<file path="config.mk">
export PLATFORM = sky130hd
export DESIGN_NAME = evr_cordic
export DESIGN_NICKNAME = d
export VERILOG_FILES = /design/src/rtl/evr_pkg.sv /design/src/rtl/evr_cordic.sv
export SDC_FILE = /design/constraint.sdc
export NUM_CORES = 2
export LEC_CHECK = 0
export ABC_AREA = 0
export BUFFER_PORTS_ARGS = -buffer_cell sky130_fd_sc_hd__buf_2
export CORE_AREA = 2 2 479 481
export DETAILED_ROUTE_END_ITERATION = 8
export DIE_AREA = 0 0 481 483
export REMOVE_ABC_BUFFERS = 1
export SLEW_MARGIN = 20
export SYNTH_ARGS = -nofsm -noshare
export SYNTH_HDL_FRONTEND = slang
export SYNTH_SLANG_ARGS = --single-unit
</file>
<file path="constraint.sdc">
create_clock -name clk -period 6.75 [get_ports clk]
set_input_delay 0.675 -clock clk [delete_from_list [all_inputs] [get_ports clk]]
set_output_delay 0.675 -clock clk [all_outputs]
set_load 0.02 [all_outputs]
</file>
<file path="src/rtl/evr_pkg.sv">
// package: payload types and constants for the euler vector rotation block
`timescale 1ns / 1ps
package evr_pkg;

  localparam int TURN_UNITS    = 23040;
  localparam int QUARTER_UNITS = 5760;
  localparam int MAX_STEPS     = 24;
  localparam logic signed [33:0] GAIN_Q30 = 34'sd652032874;

  typedef struct packed {
    logic signed [31:0] vec_x;
    logic signed [31:0] vec_y;
    logic signed [31:0] vec_z;
    logic signed [15:0] angle_first;
    logic signed [15:0] angle_second;
    logic signed [15:0] angle_third;
  } evr_in_t;

  typedef struct packed {
    logic signed [31:0] rot_x;
    logic signed [31:0] rot_y;
    logic signed [31:0] rot_z;
  } evr_out_t;

  // atan(2^-i) in degrees, scaled by 2^16
  function automatic logic signed [24:0] atan_deg(input int i);
    logic signed [24:0] v;
    case (i)
      0: v = 25'sd2949120;  1: v = 25'sd1740967;  2: v = 25'sd919879;
      3: v = 25'sd466945;   4: v = 25'sd234379;   5: v = 25'sd117304;
      6: v = 25'sd58666;    7: v = 25'sd29335;    8: v = 25'sd14668;
      9: v = 25'sd7334;     10: v = 25'sd3667;    11: v = 25'sd1833;
      12: v = 25'sd917;     13: v = 25'sd458;     14: v = 25'sd229;
      15: v = 25'sd115;     16: v = 25'sd57;      17: v = 25'sd29;
      18: v = 25'sd14;      19: v = 25'sd7;       20: v = 25'sd4;
      21: v = 25'sd2;       22: v = 25'sd1;       default: v = 25'sd0;
    endcase
    return v;
  endfunction

endpackage

</file>
<file path="src/rtl/evr_cordic.sv">
// pipelined sin/cos cordic: one register stage per iteration plus quadrant fix
`timescale 1ns / 1ps
module evr_cordic import evr_pkg::*; #(
  parameter int CORDIC_STEPS = 16,
  parameter int FRAC_BITS    = 16
) (
  input  logic                        clk,
  input  logic                        en,
  input  logic signed [15:0]          angle,
  output logic signed [FRAC_BITS+1:0] cos_o,
  output logic signed [FRAC_BITS+1:0] sin_o
);

  localparam int NS = (CORDIC_STEPS < MAX_STEPS) ? CORDIC_STEPS : MAX_STEPS;

  // stage 0: angle reduction to residue and quadrant
  logic [14:0]        r_c;
  logic [1:0]         q_c;
  logic [12:0]        t_c;
  logic signed [16:0] m_c;

  always_comb begin
    // fold into one turn with compares against the turn size
    if (angle < -16'(TURN_UNITS)) m_c = 17'(angle) + 17'(2*TURN_UNITS);
    else if (angle < 16'sd0) m_c = 17'(angle) + 17'(TURN_UNITS);
    else if (angle >= 16'(TURN_UNITS)) m_c = 17'(angle) - 17'(TURN_UNITS);
    else m_c = 17'(angle);
    r_c = m_c[14:0];
    if (r_c >= 15'(3*QUARTER_UNITS)) begin
      q_c = 2'd3; t_c = 13'(r_c - 15'(3*QUARTER_UNITS));
    end else if (r_c >= 15'(2*QUARTER_UNITS)) begin
      q_c = 2'd2; t_c = 13'(r_c - 15'(2*QUARTER_UNITS));
    end else if (r_c >= 15'(QUARTER_UNITS)) begin
      q_c = 2'd1; t_c = 13'(r_c - 15'(QUARTER_UNITS));
    end else begin
      q_c = 2'd0; t_c = r_c[12:0];
    end
  end

  logic signed [33:0] x_r [NS+1];
  logic signed [33:0] y_r [NS+1];
  logic signed [25:0] z_r [NS+1];
  logic [1:0]         q_r [NS+1];

  always_ff @(posedge clk) begin
    if (en) begin
      x_r[0] <= GAIN_Q30;
      y_r[0] <= '0;
      z_r[0] <= 26'(signed'({1'b0, t_c}) * 26'sd1024);
      q_r[0] <= q_c;
    end
  end

  for (genvar i = 0; i < NS; i++) begin : g_step
    always_ff @(posedge clk) begin
      if (en) begin
        q_r[i+1] <= q_r[i];
        if (z_r[i] >= 0) begin
          x_r[i+1] <= x_r[i] - (y_r[i] >>> i);
          y_r[i+1] <= y_r[i] + (x_r[i] >>> i);
          z_r[i+1] <= z_r[i] - 26'(atan_deg(i));
        end else begin
          x_r[i+1] <= x_r[i] + (y_r[i] >>> i);
          y_r[i+1] <= y_r[i] - (x_r[i] >>> i);
          z_r[i+1] <= z_r[i] + 26'(atan_deg(i));
        end
      end
    end
  end

  // round q4.30 to nearest at FRAC_BITS fraction bits and apply the quadrant
  localparam int SH = 30 - FRAC_BITS;
  logic signed [34:0] cx, sy;
  logic signed [FRAC_BITS+1:0] c_c, s_c;
  always_comb begin
    cx = (35'(x_r[NS]) + (35'sd1 <<< (SH - 1))) >>> SH;
    sy = (35'(y_r[NS]) + (35'sd1 <<< (SH - 1))) >>> SH;
    c_c = cx[FRAC_BITS+1:0];
    s_c = sy[FRAC_BITS+1:0];
  end

  always_ff @(posedge clk) begin
    if (en) begin
      case (q_r[NS])
        2'd0: begin cos_o <= c_c;  sin_o <= s_c;  end
        2'd1: begin cos_o <= -s_c; sin_o <= c_c;  end
        2'd2: begin cos_o <= -c_c; sin_o <= -s_c; end
        default: begin cos_o <= s_c; sin_o <= -c_c; end
      endcase
    end
  end

endmodule

</file>
==> metrics list <==
- The run finished with clean final reports.
- Final nets: 13,167
- Across every metal layer, demand over resource in global routing totals 26.17%.
- The synthesized netlist devotes 19.26% of its cell area to compound gates.
* Number of slew-limit violations in the final report: 0
* Bufs and invs on worst path: 0
* Dominant combinational cell family by area after synthesis: compound AO/OA/AOI/OAI gates
- Clock tree synthesis selected as its root buffer the cell clkbuf_16.
* Library cell contributing the largest single delay on the critical path: nor3_1
- After synthesis, the netlist uses 97 different library cells.
- Once the floorplan was initialized, standard cells occupied 49.79% of the core.
- Registers take 40,180 µm².
- Clock slew seen by the registers of the worst setup and hold paths: 60 ps
- The post-route netlist has 4.993% of its cells at a drive strength greater than 1.
* Nature of the critical path startpoint: flop
- Total number of placement rows: 175
- Count of buffers from port buffering: 53
- Across the run, the number of max-cap violations was 0.
- Of all cell types, the one taking the most synthesized area is edfxtp_1.
* Most common library cell in the layout ignoring fill and taps: edfxtp_1
- Top library cells by usage in the layout, fill and taps aside: edfxtp_1, ha_1, a21oi_1
- Final period utilization: 88.69%
- Final HPWL DP: around 250 mm
* Share of synthesized area occupied by flip-flops and latches: 35.58%
- Clk sink count: 1,338
* Global-route wire length before repair: 484.2 mm
* Core outline area: 226,800 µm²
- The clock reaches the later pin of the worst-skew pair after 830 ps.
- Number of DRC markers after the initial detailed-route iteration: 6,382
- Register bit count reported by yosys: around 1,300
- The mapped netlist covers 112,900 µm².
- By area the synthesized netlist is led by edfxtp_1, ha_1, xnor2_1, a21oi_1, xor2_1.
* Area grow syn2layout: 8.372%
- For the worst setup path, the data required time is 7280 ps.
* Number of enable flip-flop cells after synthesis: 1,338
- Hold Worst Slack: 340.8 ps
- Die footprint: roughly 230,000 µm²
- Post-synthesis async set-or-reset flop share: 0%
- Setup repair after global routing left no endpoint under its margin.
- Total wire length after detailed routing: 311.0 mm
- Number of search-and-repair iterations in the first detailed-routing pass: 5
* Post-DRT Antenna Nets: 0
* Number of endpoints with negative hold slack in the final report: 0
- The worst pin sits at a relative slew slack of 19.40%.
* Type of the worst min-delay path: primary input to flop
* Area of combinational cells with multiple inputs: 70,240 µm²
- In this design, the stage delay of the slowest critical-path cell is ~630 ps.
- Overall overflow remaining after global route: 0
- A synthesized cell averages 9.605 µm².
* Fill cell instance count of the final layout: slightly above 20,000
- Area share of the largest cell type after synthesis: 35.58%
- Worst Max-Slew Pin Slew: about 1200 ps
- After Yosys synthesis, and, or, nand and nor cells account for 14.14% of the synthesized area.
- Die height: 483 µm
- After Yosys synthesis, full adders, half adders and majority gates account for between 10 and 15% of the synthesized area.
* Number of DRC violations after detailed routing: 0
* CTS tree: done
* Total vias in the final route: 88,993
- Among all flip-flop cells after synthesis, the most frequent one is edfxtp_1.
- Syn. warnings: 0
* Total of endpoints with negative setup slack in the final report: 0
- Along the worst path, the maximum fanout reaches 5.
- After clock tree synthesis, the setup repair step added 0 buffers.
- Pin placement for this block handled 54 I/O pins.
- In this run the deepest clock path goes through 3 buffers.
- After Yosys synthesis, XOR and XNOR cells account for 12.84% of the synthesized area.
* Largest delay contributor family on the critical path: simple AND/OR/NAND/NOR gates
- Min cycle time layout: 5986 ps
- Entering global routing, the biggest net connects 170 pins.
- Counting every instance in the synthesized netlist gives 11,758.
- In this run the horizontal extent of the chip is slightly below 500 µm.
- Based on the critical path, the design can be clocked at up to about 0.17 GHz.
- Final routed wire length divided by cell count: 20.72 µm
* Kind of critical path: flop to flop
- Data arrival time of the critical path: 6510 ps
- Portion of netlist area occupied by mux cells: about 1.5%
* H-tree level count: 4
* Via density per instance: 5.930
* Initial antenna violation count: 5
* Vias in the first global route: roughly 85,000
- Gpl congestion: 0.9645
- Summed over all failing endpoints, the final setup total negative slack is 0 ps.
* Series of cell instances along the critical path: or4_1, or3_1, or3_1, nor4_1, nor2_1, xor2_1, ha_1, and3_1, nand3_1, nor3_1, nand3_1, o21ai_0, o21ai_0, o21a_1, o211ai_1, a2111o_1, o211ai_1
- Layout Skew: 46.39 ps
- In this run, CTS created clock tree buffers numbering approximately 160.
- STA classifies the critical path endpoint as a flop.
==> repair_timing <==
action,4_1_cts,5_1_grt
hold endpoints to repair,7,0
resized for setup,0,0
hold buffers,7,0
==> logic make-up (layout without fill, tap and decap cells) <==
| logic type | Yosys count | in the layout |
|---|---|---|
| mux | 138 | 138 |
| simple gates | 3266 | 3266 |
| other cells | 0 | 1 |
| xor+xnor | 1654 | 1654 |
| buf+inv | 676 | 915 |
| compound gates | 3402 | 3402 |
| flops | 1338 | 1338 |
| fa+ha+maj | 1284 | 1284 |
==> area by class of cell <==
type	count	area share (%)
inverter	477	1.463
sequential	1338	32.83
clock inverter	115	1.053
clock buffer	180	3.350
tap	3009	3.076
timing repair buffer	143	0.8363
antenna	1	0.002045
multi-input combinational	9744	57.39
==> per-layer routing <==
layer | track usage (%) | part of all wire (%)
met1 | 33.87 | 44
met2 | 45.29 | 48
met3 | 2.653 | 4.5
met4 | 9.086 | 3.8
met5 | 0 | 0
==> cells in the mapped netlist, types with 21 or more instances <==
| master | n |
|---|---|
| or4_1 | 51 |
| and4_1 | 33 |
| ha_1 | 1251 |
| xnor2_1 | 1064 |
| or3_1 | 120 |
| a21o_1 | 464 |
| o21bai_1 | 122 |
| o21ai_0 | 632 |
| nand2_1 | 678 |
| a211o_1 | 35 |
| a31oi_1 | 123 |
| a211oi_1 | 138 |
| mux2_2 | 58 |
| o21a_1 | 182 |
| fa_1 | 33 |
| inv_1 | 473 |
| edfxtp_1 | 1338 |
| and3_1 | 118 |
| a31o_2 | 34 |
| nand3_1 | 228 |
| a311oi_1 | 21 |
| or2_2 | 53 |
| mux2i_1 | 62 |
| o41ai_1 | 54 |
| o211ai_1 | 68 |
| o31ai_1 | 137 |
| nand3b_1 | 33 |
| buf_1 | 33 |
| xor2_1 | 588 |
| nand4_1 | 69 |
| and2_1 | 80 |
| a21oi_1 | 1067 |
| a2111oi_0 | 28 |
| o31a_1 | 26 |
| nor3b_1 | 33 |
| nor2b_1 | 141 |
| clkbuf_1 | 162 |
| a21boi_0 | 55 |
| nor2_1 | 985 |
| nor3_1 | 338 |
| nor4_1 | 76 |
| o2111ai_1 | 31 |
| nand2b_1 | 176 |
==> registers in the layout, summed over array words and instances (netlist names) <==
| name | count |
|---|---|
| z_r | 346 |
| cos_o | 18 |
| x_r | 460 |
| q_r | 34 |
| sin_o | 18 |
| y_r | 462 |
==> worst paths after layout <==
check,startpoint,to,slack [ps],depth (start not counted)
max,y_r[5][14],x_r[6][33],760,17
min,en,x_r[6][23],340,1
max reg2reg,y_r[5][14],x_r[6][33],760,17
min reg2reg,q_r[5][0],q_r[6][0],420,0
==> per-stage QoR <==
step           worst slack [ps]  utilization (%)  instance area, µm²  instances
2_1_floorplan              1056                -              112200      11559
3_3_place_gp              933.7            51.54              116900      14704
3_5_place_dp              899.2            51.54              116900      14704
4_1_cts                   844.1            53.95              122400      15006
5_1_grt                   351.5            53.95              122400      15007
6_report                  763.5            53.95              122400      15007
Power is left out: the tool's default activity adds up to more than one toggle a clock period on the data nets, which glitch-free logic cannot reach.
